[config.mk]
export PLATFORM = sky130hd
export DESIGN_NAME = latency_histogram_stats
export DESIGN_NICKNAME = d
export VERILOG_FILES = /design/src/hdl/lhs_pkg.sv /design/src/hdl/lhs_front.sv /design/src/hdl/lhs_fifo.sv /design/src/hdl/lhs_div.sv /design/src/hdl/lhs_back.sv /design/src/hdl/latency_histogram_stats.sv
export SDC_FILE = /design/constraint.sdc
export NUM_CORES = 2
export LEC_CHECK = 0
export BUFFER_PORTS_ARGS = -buffer_cell sky130_fd_sc_hd__buf_2
export CAP_MARGIN = 20
export CORE_MARGIN = 3
export CORE_UTILIZATION = 45
export CTS_CLUSTER_SIZE = 25
export DETAILED_ROUTE_END_ITERATION = 12
export GPL_TIMING_DRIVEN = 1
export PLACE_DENSITY = 0.58
export SYNTH_ARGS = -nofsm -noshare
export SYNTH_HDL_FRONTEND = slang
export SYNTH_HIERARCHICAL = 1
export SYNTH_SLANG_ARGS = --single-unit
[constraint.sdc]
create_clock -name i_clk -period 8.3 [get_ports i_clk]
set_input_delay 0.415 -clock i_clk [delete_from_list [all_inputs] [get_ports i_clk]]
set_output_delay 0.415 -clock i_clk [all_outputs]
set_load 0.01 [all_outputs]
[src/hdl/lhs_pkg.sv]
// shared constants, types and the bucket bound table for the latency histogram
`timescale 1ns / 1ps
`default_nettype none
package lhs_pkg;

    localparam int NUM_BUCKETS = 19;
    localparam int COUNT_WIDTH = 32;
    localparam int LAT_WIDTH   = 32;
    localparam int SUM_WIDTH   = 64;
    localparam int IDX_WIDTH   = 5;
    localparam int SLOT_W      = $clog2(NUM_BUCKETS);
    localparam int BOUND_LEN   = 18;
    localparam int FIFO_DEPTH  = 2;
    localparam int OUT_BITS    = IDX_WIDTH + 5 * 32;
    localparam int OUT_DATA_W  = ((OUT_BITS + 7) / 8) * 8;

    localparam logic [SUM_WIDTH-1:0] US_PER_MS = 64'd1000;
    localparam logic [SUM_WIDTH-1:0] US_PER_S  = 64'd1000000;
    localparam logic [31:0]          MASK32    = 32'hFFFF_FFFF;

    typedef enum logic [1:0] {
        ST_IDLE,
        ST_DIV,
        ST_DUMP
    } t_back_state;

    // one queued word: a dump request or a classified sample
    typedef struct packed {
        logic                 dump;
        logic [LAT_WIDTH-1:0] lat;
        logic [SLOT_W-1:0]    slot;
    } t_job;

    // lower bound of a bucket; past the table the bound is unreachable
    function automatic logic [SUM_WIDTH-1:0] lower_bound(input int idx);
        logic [SUM_WIDTH-1:0] b;
        case (idx)
            0:       b = '0;
            1:       b = 64'd10  * US_PER_MS;
            2:       b = 64'd50  * US_PER_MS;
            3:       b = 64'd100 * US_PER_MS;
            4:       b = 64'd200 * US_PER_MS;
            5:       b = 64'd350 * US_PER_MS;
            6:       b = 64'd500 * US_PER_MS;
            7:       b = 64'd750 * US_PER_MS;
            8:       b = 64'd1   * US_PER_S;
            9:       b = 64'd2   * US_PER_S;
            10:      b = 64'd4   * US_PER_S;
            11:      b = 64'd8   * US_PER_S;
            12:      b = 64'd15  * US_PER_S;
            13:      b = 64'd30  * US_PER_S;
            14:      b = 64'd45  * US_PER_S;
            15:      b = 64'd60  * US_PER_S;
            16:      b = 64'd120 * US_PER_S;
            17:      b = 64'd180 * US_PER_S;
            default: b = '1;
        endcase
        return b;
    endfunction

endpackage
`default_nettype wire

[src/hdl/lhs_front.sv]
// input stage: takes words, drops zero samples, classifies latency into a bucket
`timescale 1ns / 1ps
`default_nettype none
module lhs_front
    import lhs_pkg::*;
(
    input  wire logic                 i_clk,
    input  wire logic                 i_rst_n,
    input  wire logic                 i_valid,
    output logic                      o_ready,
    input  wire logic                 i_mode,
    input  wire logic [LAT_WIDTH-1:0] i_lat,
    output logic                      o_valid,
    input  wire logic                 i_ready,
    output t_job                      o_job
);

    logic        r_valid;
    t_job        r_job;
    t_job        n_job;
    logic [SLOT_W-1:0] slot;

    // bounds ascend, so the last bound met wins
    always_comb begin
        slot = '0;
        for (int i = 1; i < NUM_BUCKETS; i++) begin
            if (64'(i_lat) >= lower_bound(i)) begin
                slot = SLOT_W'(i);
            end
        end
        n_job.dump = i_mode;
        n_job.lat  = i_lat;
        n_job.slot = slot;
    end

    assign o_ready = !r_valid || i_ready;
    assign o_valid = r_valid;
    assign o_job   = r_job;

    always_ff @(posedge i_clk) begin
        if (!i_rst_n) begin
            r_valid <= 1'b0;
        end else if (o_ready) begin
            // a zero-latency record leaves no trace
            r_valid <= i_valid && (i_mode || (i_lat != '0));
        end
    end

    always_ff @(posedge i_clk) begin
        if (o_ready && i_valid) begin
            r_job <= n_job;
        end
    end

endmodule
`default_nettype wire

[src/hdl/lhs_fifo.sv]
// short job queue between the classifier and the statistics engine
`timescale 1ns / 1ps
`default_nettype none
module lhs_fifo
    import lhs_pkg::*;
(
    input  wire logic i_clk,
    input  wire logic i_rst_n,
    input  wire logic i_valid,
    output logic      o_ready,
    input  t_job      i_job,
    output logic      o_valid,
    input  wire logic i_ready,
    output t_job      o_job
);

    localparam int PTR_W = $clog2(FIFO_DEPTH);
    localparam int CNT_W = $clog2(FIFO_DEPTH + 1);

    t_job             r_mem [FIFO_DEPTH];
    logic [PTR_W-1:0] r_wr_ptr;
    logic [PTR_W-1:0] r_rd_ptr;
    logic [CNT_W-1:0] r_count;
    logic             push;
    logic             pop;

    assign o_ready = (r_count != CNT_W'(FIFO_DEPTH));
    assign o_valid = (r_count != '0);
    assign push    = i_valid && o_ready;
    assign pop     = o_valid && i_ready;
    assign o_job   = r_mem[r_rd_ptr];

    always_ff @(posedge i_clk) begin
        if (!i_rst_n) begin
            r_wr_ptr <= '0;
            r_rd_ptr <= '0;
            r_count  <= '0;
        end else begin
            if (push) begin
                r_wr_ptr <= (r_wr_ptr == PTR_W'(FIFO_DEPTH - 1)) ? '0 : r_wr_ptr + 1'b1;
            end
            if (pop) begin
                r_rd_ptr <= (r_rd_ptr == PTR_W'(FIFO_DEPTH - 1)) ? '0 : r_rd_ptr + 1'b1;
            end
            if (push && !pop) begin
                r_count <= r_count + 1'b1;
            end else if (pop && !push) begin
                r_count <= r_count - 1'b1;
            end
        end
    end

    always_ff @(posedge i_clk) begin
        if (push) begin
            r_mem[r_wr_ptr] <= i_job;
        end
    end

endmodule
`default_nettype wire

[src/hdl/lhs_div.sv]
// bit-serial restoring divider for the average, one quotient bit per cycle
`timescale 1ns / 1ps
`default_nettype none
module lhs_div
    import lhs_pkg::*;
(
    input  wire logic                   i_clk,
    input  wire logic                   i_rst_n,
    input  wire logic                   i_start,
    input  wire logic [SUM_WIDTH-1:0]   i_dividend,
    input  wire logic [COUNT_WIDTH-1:0] i_divisor,
    output logic                        o_done,
    output logic [SUM_WIDTH-1:0]        o_quot
);

    localparam int STEP_W = $clog2(SUM_WIDTH);

    logic                     r_busy;
    logic                     r_done;
    logic [STEP_W-1:0]        r_step;
    logic [COUNT_WIDTH-1:0]   r_den;
    logic [COUNT_WIDTH-1:0]   r_rem;
    logic [SUM_WIDTH-1:0]     r_quo;
    logic [COUNT_WIDTH:0]     shifted;
    logic [COUNT_WIDTH+1:0]   diff;
    logic                     qbit;

    always_comb begin
        shifted = {r_rem, r_quo[SUM_WIDTH-1]};
        diff    = {1'b0, shifted} - {2'b00, r_den};
        qbit    = !diff[COUNT_WIDTH+1];
    end

    assign o_done = r_done;
    assign o_quot = r_quo;

    always_ff @(posedge i_clk) begin
        if (!i_rst_n) begin
            r_busy <= 1'b0;
            r_done <= 1'b0;
            r_step <= '0;
        end else begin
            r_done <= 1'b0;
            if (i_start) begin
                r_busy <= 1'b1;
                r_step <= '0;
            end else if (r_busy) begin
                r_step <= r_step + 1'b1;
                if (r_step == STEP_W'(SUM_WIDTH - 1)) begin
                    r_busy <= 1'b0;
                    r_done <= 1'b1;
                end
            end
        end
    end

    // dividend shifts out the top while quotient bits enter at the bottom
    always_ff @(posedge i_clk) begin
        if (i_start) begin
            r_den <= i_divisor;
            r_rem <= '0;
            r_quo <= i_dividend;
        end else if (r_busy) begin
            r_rem <= qbit ? diff[COUNT_WIDTH-1:0] : shifted[COUNT_WIDTH-1:0];
            r_quo <= {r_quo[SUM_WIDTH-2:0], qbit};
        end
    end

endmodule
`default_nettype wire

[src/hdl/lhs_back.sv]
// statistics engine: bucket counters, count/sum/min/max and the dump sequencer
`timescale 1ns / 1ps
`default_nettype none
module lhs_back
    import lhs_pkg::*;
(
    input  wire logic                  i_clk,
    input  wire logic                  i_rst_n,
    input  wire logic                  i_valid,
    output logic                       o_ready,
    input  t_job                       i_job,
    output logic                       o_valid,
    input  wire logic                  i_ready,
    output logic [OUT_DATA_W-1:0]      o_data,
    output logic                       o_last
);

    t_back_state            r_state;
    t_back_state            n_state;
    logic [COUNT_WIDTH-1:0] r_cnt [NUM_BUCKETS];
    logic [COUNT_WIDTH-1:0] r_total;
    logic [SUM_WIDTH-1:0]   r_sum;
    logic [LAT_WIDTH-1:0]   r_min;
    logic [LAT_WIDTH-1:0]   r_max;
    logic [31:0]            r_avg;
    logic [SLOT_W-1:0]      r_idx;
    logic                   r_ovalid;
    logic [OUT_DATA_W-1:0]  r_odata;
    logic                   r_olast;

    logic                   take;
    logic                   do_record;
    logic                   div_start;
    logic                   load_out;
    logic                   dump_end;
    logic [SLOT_W-1:0]      addr;
    logic [COUNT_WIDTH-1:0] cur;
    logic [SUM_WIDTH:0]     sum_ext;
    logic                   div_done;
    logic [SUM_WIDTH-1:0]   quot;
    logic [31:0]            rep_total;
    logic [31:0]            rep_min;
    logic [OUT_DATA_W-1:0]  n_odata;

    lhs_div u_div (
        .i_clk      (i_clk),
        .i_rst_n    (i_rst_n),
        .i_start    (div_start),
        .i_dividend (r_sum),
        .i_divisor  (r_total),
        .o_done     (div_done),
        .o_quot     (quot)
    );

    always_comb begin
        n_state   = r_state;
        take      = 1'b0;
        do_record = 1'b0;
        div_start = 1'b0;
        load_out  = 1'b0;
        dump_end  = 1'b0;
        case (r_state)
            ST_IDLE: begin
                take = i_valid;
                if (i_valid) begin
                    if (i_job.dump) begin
                        div_start = 1'b1;
                        n_state   = ST_DIV;
                    end else begin
                        do_record = 1'b1;
                    end
                end
            end
            ST_DIV: begin
                if (div_done) begin
                    n_state = ST_DUMP;
                end
            end
            ST_DUMP: begin
                load_out = !r_ovalid || i_ready;
                if (load_out && (r_idx == SLOT_W'(NUM_BUCKETS - 1))) begin
                    dump_end = 1'b1;
                    n_state  = ST_IDLE;
                end
            end
            default: n_state = ST_IDLE;
        endcase
    end

    // one read port on the counters, shared by record and dump
    assign addr    = (r_state == ST_IDLE) ? i_job.slot : r_idx;
    assign cur     = r_cnt[addr];
    assign sum_ext = {1'b0, r_sum} + (SUM_WIDTH + 1)'(i_job.lat);

    always_comb begin
        rep_total = (64'(r_total) > 64'(MASK32)) ? MASK32 : 32'(r_total);
        rep_min   = (r_total == '0) ? '0 : r_min;
        n_odata   = '0;
        n_odata[IDX_WIDTH-1:0]                  = IDX_WIDTH'(r_idx);
        n_odata[IDX_WIDTH +: 32]                = 32'(cur);
        n_odata[IDX_WIDTH + 32 +: 32]           = rep_total;
        n_odata[IDX_WIDTH + 64 +: 32]           = rep_min;
        n_odata[IDX_WIDTH + 96 +: 32]           = r_avg;
        n_odata[IDX_WIDTH + 128 +: 32]          = r_max;
    end

    assign o_ready = take;
    assign o_valid = r_ovalid;
    assign o_data  = r_odata;
    assign o_last  = r_olast;

    always_ff @(posedge i_clk) begin
        if (!i_rst_n) begin
            r_state <= ST_IDLE;
        end else begin
            r_state <= n_state;
        end
    end

    always_ff @(posedge i_clk) begin
        if (!i_rst_n) begin
            for (int i = 0; i < NUM_BUCKETS; i++) begin
                r_cnt[i] <= '0;
            end
            r_total  <= '0;
            r_sum    <= '0;
            r_min    <= '1;
            r_max    <= '0;
            r_idx    <= '0;
            r_ovalid <= 1'b0;
        end else begin
            if (do_record) begin
                if (cur != '1) begin
                    r_cnt[addr] <= cur + 1'b1;
                end
                if (r_total != '1) begin
                    r_total <= r_total + 1'b1;
                end
                r_sum <= sum_ext[SUM_WIDTH] ? '1 : sum_ext[SUM_WIDTH-1:0];
                if (i_job.lat < r_min) begin
                    r_min <= i_job.lat;
                end
                if (i_job.lat > r_max) begin
                    r_max <= i_job.lat;
                end
            end
            if (div_start) begin
                r_idx <= '0;
            end
            if (load_out) begin
                // each bucket is cleared as it is reported
                r_cnt[addr] <= '0;
                r_idx       <= r_idx + 1'b1;
            end
            if (dump_end) begin
                r_total <= '0;
                r_sum   <= '0;
                r_min   <= '1;
                r_max   <= '0;
            end
            if (load_out) begin
                r_ovalid <= 1'b1;
            end else if (i_ready) begin
                r_ovalid <= 1'b0;
            end
        end
    end

    always_ff @(posedge i_clk) begin
        if (r_state == ST_DIV && div_done) begin
            if (r_total == '0) begin
                r_avg <= '0;
            end else begin
                r_avg <= (quot > 64'(MASK32)) ? MASK32 : quot[31:0];
            end
        end
        if (load_out) begin
            r_odata <= n_odata;
            r_olast <= dump_end;
        end
    end

endmodule
`default_nettype wire

[src/hdl/latency_histogram_stats.sv]
// top level of the latency histogram with count, min, average and max
//
//  channel   dir  tdata                                       tuser   tlast
//  s_axis    in   latency_us                                  mode    -
//  m_axis    out  bucket_index, bucket_count, sample_count,   -       last
//                 min, avg, max (from bit 0, padded to 168)
//
// a record word sits in the classifier register, then enters the queue and from there
// updates the counters; records flow at one word per cycle while no dump is under way
// a dump holds the back end in the bit-serial divider for the average,
// then sends 19 words, one per cycle when m_axis_tready stays high
// reset clears every counter at once; no sweep is needed afterwards
// a stalled output holds the back end, and the two-entry queue then fills up
`timescale 1ns / 1ps
`default_nettype none
module latency_histogram_stats
    import lhs_pkg::*;
(
    input  wire logic                  i_clk,
    input  wire logic                  i_rst_n,
    input  wire logic                  s_axis_tvalid,
    output logic                       s_axis_tready,
    input  wire logic [LAT_WIDTH-1:0]  s_axis_tdata,  // latency_us
    input  wire logic                  s_axis_tuser,  // mode
    output logic                       m_axis_tvalid,
    input  wire logic                  m_axis_tready,
    output logic [OUT_DATA_W-1:0]      m_axis_tdata,  // bucket_index, bucket_count,
                                                      // sample_count, min, avg, max
    output logic                       m_axis_tlast   // last
);

    logic f_valid;
    logic f_ready;
    t_job f_job;
    logic q_valid;
    logic q_ready;
    t_job q_job;

    lhs_front u_front (
        .i_clk   (i_clk),
        .i_rst_n (i_rst_n),
        .i_valid (s_axis_tvalid),
        .o_ready (s_axis_tready),
        .i_mode  (s_axis_tuser),
        .i_lat   (s_axis_tdata),
        .o_valid (f_valid),
        .i_ready (f_ready),
        .o_job   (f_job)
    );

    lhs_fifo u_fifo (
        .i_clk   (i_clk),
        .i_rst_n (i_rst_n),
        .i_valid (f_valid),
        .o_ready (f_ready),
        .i_job   (f_job),
        .o_valid (q_valid),
        .i_ready (q_ready),
        .o_job   (q_job)
    );

    lhs_back u_back (
        .i_clk   (i_clk),
        .i_rst_n (i_rst_n),
        .i_valid (q_valid),
        .o_ready (q_ready),
        .i_job   (q_job),
        .o_valid (m_axis_tvalid),
        .i_ready (m_axis_tready),
        .o_data  (m_axis_tdata),
        .o_last  (m_axis_tlast)
    );

endmodule
`default_nettype wire

Word level (Yosys, flattened, before mapping). Memory sizes are Yosys's and may differ from the RTL's. A register that Yosys moved wholly into a read port is not among the register bits. Cells that the tools add are included.

Register bits after elaboration: 545. Latch bits: 0. Bits in writable memories: 684. ROM bits: 0. Input bits: 37. Output and inout port bits: 171. Word-level logic and storage cells: 171. Memories: 2.

Memory list: u_back.r_cnt (depth 19, bits a word 32, rd ports 1, clocked after Yosys merged registers in 0, wr ports 19, line lhs_back.sv:20) `logic [COUNT_WIDTH-1:0] r_cnt [NUM_BUCKETS];`; u_fifo.r_mem (depth 2, bits a word 38, rd ports 1, clocked after Yosys merged registers in 1, wr ports 1, line lhs_fifo.sv:20) `t_job r_mem [FIFO_DEPTH];`.

Add/sub/neg operators: 10. Multiply operators: 0. Divide/modulo/power cells: 0. Order comparisons: 21. Equality and inequality tests: 11. Shifts and indexed selects: 0. Multiplexer cells: 66. Bitwise logic cells: 3. Reductions and logical operators: 33.

Operators by type and width (count): $mux W64 (3); $mux W32 (4); $add A64 B32 Y65 (1); $add A32 B1 Y32 const B (2); $ge A32 B19 Y1 const B (2); $ge A32 B20 Y1 const B (2); $ge A32 B26 Y1 const B (2); $ge A32 B64 Y1 const B (1); $gt A64 B32 Y1 const B (1); $ne A32 B32 Y1 const B (2); $sub A33 B32 Y34 (1); $ge A32 B14 Y1 const B (1); $ge A32 B16 Y1 const B (1); $ge A32 B17 Y1 const B (1); $ge A32 B18 Y1 const B (1); $ge A32 B21 Y1 const B (1); $ge A32 B22 Y1 const B (1); $ge A32 B23 Y1 const B (1); $ge A32 B24 Y1 const B (1); $ge A32 B25 Y1 const B (1); $ge A32 B27 Y1 const B (1); $ge A32 B28 Y1 const B (1); $gt A32 B32 Y1 (1); $logic_not A32 Y1 (1); other kinds (31) (110).

Longest topological paths before layout.
Depth after elaboration: 18. Gate-level depth with buffers: 24. Mapped depth without buffers: 16.

By module. The synthesis kept the hierarchy.

Modules (own cells, without submodules): lhs_back (times used 1, cells an instance 4948, area an instance 61087.3 um^2, seq. area each 39738.1 um^2); lhs_div (times used 1, cells an instance 619, area an instance 7148.1 um^2, seq. area each 3683.5 um^2); lhs_fifo (times used 1, cells an instance 142, area an instance 2980.4 um^2, seq. area each 2382.3 um^2); lhs_front (times used 1, cells an instance 197, area an instance 2150.8 um^2, seq. area each 1161.1 um^2).

Worst setup path before layout. No wires, ideal clock.

Path type: flip-flop to flip-flop. Start: register u_back.r_state[1]. End: memory u_back.r_cnt[19][0], enable pin. Library setup time: 0.501 ns. Data arrival time: 7.087 ns. Required time: 7.799 ns. Setup slack: 0.711 ns. Stages on the path, launching flop included: 9. Period minus slack after synthesis: 7.589 ns. Cells stage by stage: dfxtp_1 buf_2 nor2b_1 nand2_1 clkinv_1 a22oi_2 buf_2 buf_2 nor4_1.

RTL lines: from (decl) (line lhs_back.sv:18) `t_back_state r_state;`; from (signal assigned) (line lhs_back.sv:116) `r_state <= n_state;`; to (decl) (line lhs_back.sv:20).

==> results list <==
* Final Slew Violations: 0
- Insertion delay of the later-clocked pin in the worst-skew pair: 0.80 ns
* Wirelength per Cell: 26.8 um
* Share of flip-flops with an asynchronous set or reset after synthesis: 0%
* Combinational family with the most area after synthesis: simple AND/OR/NAND/NOR gates
* Count of flip-flops with a built-in enable after synthesis: 1400
- Post-Syn Instances: 5906
* TritonCTS clock tree: built
* Number of detailed-route iterations in the first pass: 6
* GRT overflow: 0
- Ys flop type: sky130_fd_sc_hd__edfxtp_1
* Outcome: finished, final reports clean
* Sw power: 0.0115 W
- Power per cell area: 355 nW/um^2
- Number of buffers created by CTS: 174
- The initial antenna violation count was 6.
* Count of input and output buffers: 204
- Residual DRC count: 0
- Number of placement rows: 147
- Worst supply voltage drop on vdd: 0.000260 V
* Vias per std cell: 6.12
* Overall die area: 168000 sq um
- Placeable Area: 161000 sq um
- Synthesis inferred 1646 register bits.
- Of the post-synthesis cell area, the part taken by muxes is 5.96%.
- Htree depth: 4
- Die outline height: 410 um
- Max Clock Skew: 0.0296 ns
- Minimum setup slack in the final design: 1.43 ns
- Overall track demand over capacity in global routing: 26.2%
- Compound-cell area share of the yosys netlist: 8.40%
- The floorplan step set the die width to 410 um.
- Setup repair after global routing left no endpoint under its margin.
* Slowest stage delay, CP: 0.67 ns
- Share of power burned in registers: 35.0%
- Entering global routing, the biggest net connects 133 pins.
* Min Tclk post-route: 6.87 ns
* Accumulated negative setup slack: 0 ns
- After synthesis, the netlist uses 113 different library cells.
* Worst Setup End Kind: register
- Summed over all nets, the half-perimeter wirelength after detailed placement is 141 mm.
- Combinational share of power: 37.9%
- After the first detailed-routing iteration, the DRC count stood at 5891.
- Clock power frac: 27.0%
- The first global-routing pass estimated 332 mm of wire.
* Fraction of final layout cells sized beyond drive strength 1: 16.1%
- Cell internal power was estimated by the tool at 0.0182 W.
- The cell area that synthesis handed to floorplanning was 73400 sq um.
- Critical path required time: 8.81 ns
- The via count of the first global-routing pass came to 49.1k.
* Critical-path maximum fanout: 58
- Worst-margin pin slew: 1.16 ns
- Setup slack after placement: 1.64 ns
- Final estimated routing congestion in global placement: 0.901
- Xor/xnor share of the synthesized area: 1.45%
- The root buffer cell chosen for the clock tree is sky130_fd_sc_hd__clkbuf_16.
* Number of top-level pins: 208
* Register area share after synthesis: 64.0%
- The clock net in this run drives a total of 1646 sinks.
* Final hold violation count: 0
* Library cell appearing most often on the critical path: sky130_fd_sc_hd__buf_4
* Family with the most delay on the worst path: simple AND/OR/NAND/NOR gates
- Synth Area per Inst: 12.4 sq um
- At the end of the flow, the number of nets in the layout was 6257.
- P_leak: 29.8 nW
- Switching Share: 38.8%
- The worst pin sits at a relative slew slack of 22.7%.
* Worst min-delay path category: primary input to register
* Critical-path cell list: mux2_2 -> or3b_1 -> and2_4 -> buf_4 -> nand2_1 -> a32o_1 -> a221oi_1 -> o22ai_1 -> a221oi_1 -> nand3_1 -> nor4b_4 -> nand4_1 -> a22oi_2 -> buf_4 -> buf_4 -> nor3_1
- The number of gates resized after CTS was 0.
- Count of vias placed by the detailed router: 51.4k
* Highest achievable clock rate: 0.145 GHz
- Data arrival time of the critical path: 7.39 ns
- Clock-pin slew on the worst setup and hold paths: 0.06 ns
* Arithmetic-cell share of the synthesized area counting full adders, half adders and majority gates: 2.34%
- Core occupancy in the finished layout: 51.9%
- Power comes to 0.0297 W.
- After detailed routing, the total wire length is 225 mm.
- The initial utilization of the core area, before any placement, comes to 45.5%.
- Layout overhead on the synthesized area: 14.0%
- Final-report setup violation count: 0
- Critical path start-end classification: register to register
* Maximum Capacitance Violations: 0
- The worst setup path is launched from a register.
- Final cycle utilization of the critical path: 82.8%
- Clock tree buffer depth: 3
- Simple-gate area share of the yosys netlist: 14.1%
- Slowest cell on crit path: sky130_fd_sc_hd__a221oi_1
- After filler insertion, the fill cell instance count of the layout stands at 13.9k.
- The Yosys step of the flow raised 6 warnings.
* Crit path buf inv count: 3
* Antenna Violating Nets Remaining: 0
[sequential cells by signal, summed over array words and instances (netlist names), 2 cells and up, named ones only]
signal	flops
u_back/r_idx	5
u_back/r_avg	32
u_fifo/r_mem	76
u_fifo/r_count	2
u_back/u_div/o_quot	64
u_back/u_div/r_rem	32
u_back/u_div/r_den	32
u_back/r_total	32
u_back/r_sum	64
u_back/u_div/r_step	6
u_back/o_data	165
u_back/r_min	32
u_back/r_cnt	1024
u_back/r_state	2
u_front/o_job	38
u_back/r_max	32
[routing by layer]
| metal | track usage, % | up-vias | wire length [um] |
|---|---|---|---|
| li1 | - | 22773 | - |
| met1 | 36.7 | 25710 | 94000 |
| met2 | 41.3 | 2476 | 103000 |
| met3 | 5.12 | 392 | 20000 |
| met4 | 8.33 | 4 | 7190 |
| met5 | 0 | - | 38 |
[cells by family after synthesis]
logic type      after synthesis
compound gates              870
xor+xnor                    121
fa+ha+maj                   136
buf+inv                     614
flops                      1646
mux                         377
other cells                   1
simple gates               2141
[cells in the mapped netlist, types with 34 or more instances]
cell type | instances | area [sq um]
sky130_fd_sc_hd__dfxtp_1 | 246 | 4920
sky130_fd_sc_hd__nor2_1 | 287 | 1080
sky130_fd_sc_hd__a31oi_1 | 35 | 219
sky130_fd_sc_hd__nor4_1 | 201 | 1260
sky130_fd_sc_hd__a32oi_1 | 63 | 552
sky130_fd_sc_hd__o21ai_0 | 148 | 741
sky130_fd_sc_hd__buf_4 | 35 | 263
sky130_fd_sc_hd__o31ai_1 | 51 | 383
sky130_fd_sc_hd__nand3_1 | 294 | 1470
sky130_fd_sc_hd__ha_1 | 134 | 1680
sky130_fd_sc_hd__a21oi_1 | 167 | 836
sky130_fd_sc_hd__nand4_1 | 59 | 369
sky130_fd_sc_hd__mux4_2 | 34 | 766
sky130_fd_sc_hd__o22ai_1 | 37 | 231
sky130_fd_sc_hd__mux2i_1 | 205 | 2050
sky130_fd_sc_hd__clkbuf_1 | 222 | 833
sky130_fd_sc_hd__xnor2_1 | 51 | 447
sky130_fd_sc_hd__o211ai_1 | 40 | 300
sky130_fd_sc_hd__xor2_1 | 69 | 604
sky130_fd_sc_hd__nand2_1 | 682 | 2560
sky130_fd_sc_hd__edfxtp_1 | 1400 | 42000
sky130_fd_sc_hd__nor3_1 | 418 | 2090
sky130_fd_sc_hd__inv_1 | 166 | 623
sky130_fd_sc_hd__buf_2 | 143 | 716
sky130_fd_sc_hd__a21o_1 | 55 | 413
sky130_fd_sc_hd__a221oi_1 | 54 | 473
sky130_fd_sc_hd__mux2_2 | 138 | 1550
[cell type report]
class,count,area [sq um],area share [%]
Inverter,168,641,0.766
Clock inverter,113,1310,1.56
Timing Repair Buffer,446,3170,3.79
Tap cell,2160,2700,3.23
Antenna cell,5,12.5,0.0150
Multi-Input combinational cell,3648,24200,29.0
Sequential cell,1646,47000,56.2
Clock buffer,211,4620,5.52
[worst paths after layout]
kind / from / to / slack (ns) / depth (start not counted)
max: register / u_back/r_cnt[11][0] / 1.43 / 16
min reg2reg: u_back/r_avg[22] / u_back/o_data[123] / 0.42 / 0
max reg2reg: register / u_back/r_cnt[11][0] / 1.43 / 16
min: m_axis_tready / u_back/o_valid / 0.13 / 3
[power by group through the flow]
stage	combinational, W	clock [W]	sequential, W
after global routing	0.0120	0.00852	0.0105
after global placement	0.0109	0	0.0106
final	0.0113	0.00804	0.0104
after detailed placement	0.0110	0	0.0106
after CTS	0.0110	0.00818	0.0104
after floorplan	0.00708	0	0.0104
[what timing repair did]
action | in CTS | in global routing
hold endpoints to repair | 34 | 0
endpoints found under the setup margin | 0 | 0
setup buffers | 0 | 0
hold buffers | 35 | 0
[worst reg2reg max path: stages, from the launching register on]
cell and delay [ns]:
sky130_fd_sc_hd__dfxtp_1 0.43, sky130_fd_sc_hd__mux2_2 0.37, sky130_fd_sc_hd__or3b_1 0.27, sky130_fd_sc_hd__and2_4 0.63, sky130_fd_sc_hd__buf_4 0.57, sky130_fd_sc_hd__nand2_1 0.12, sky130_fd_sc_hd__a32o_1 0.26, sky130_fd_sc_hd__a221oi_1 0.54
sky130_fd_sc_hd__o22ai_1 0.18, sky130_fd_sc_hd__a221oi_1 0.67, sky130_fd_sc_hd__nand3_1 0.41, sky130_fd_sc_hd__nor4b_4 0.45, sky130_fd_sc_hd__nand4_1 0.20, sky130_fd_sc_hd__a22oi_2 0.27, sky130_fd_sc_hd__buf_4 0.43, sky130_fd_sc_hd__buf_4 0.66
sky130_fd_sc_hd__nor3_1 0.17
[layout by cell type (no fill, tap or decap), drive strengths merged, types with 23 or more instances in the layout]
cell type | netlist | layout
a211oi | 32 | 32
a21o | 56 | 56
a21oi | 169 | 169
a221oi | 63 | 63
a31oi | 36 | 36
a32o | 31 | 31
a32oi | 63 | 63
and3 | 25 | 25
buf | 224 | 411
clkbuf | 222 | 211
clkinv | 2 | 73
dfxtp | 246 | 246
dlygate4sd3 | 0 | 35
edfxtp | 1400 | 1400
ha | 134 | 134
inv | 166 | 177
mux2 | 138 | 138
mux2i | 205 | 205
mux4 | 34 | 34
nand2 | 683 | 683
nand2b | 26 | 26
nand3 | 296 | 296
nand4 | 61 | 61
nor2 | 290 | 290
nor2b | 23 | 23
nor3 | 419 | 419
nor4 | 204 | 204
o211ai | 41 | 41
o21ai | 156 | 156
o22ai | 37 | 37
o31ai | 51 | 51
xnor2 | 52 | 52
xor2 | 69 | 69
[metrics by stage]
| step | hold WS [ns] | std cells | area, sq um |
|---|---|---|---|
| finish | 0.132 | 8397 | 83600 |
| global route | 0.102 | 8392 | 83600 |
| detailed placement | 0.405 | 8031 | 77300 |
| CTS | 0.0734 | 8390 | 83600 |
| floorplan | 0.400 | 5908 | 73400 |
| global placement | 0.404 | 8026 | 77200 |
Note: power is estimated with default switching activity, not from simulation.
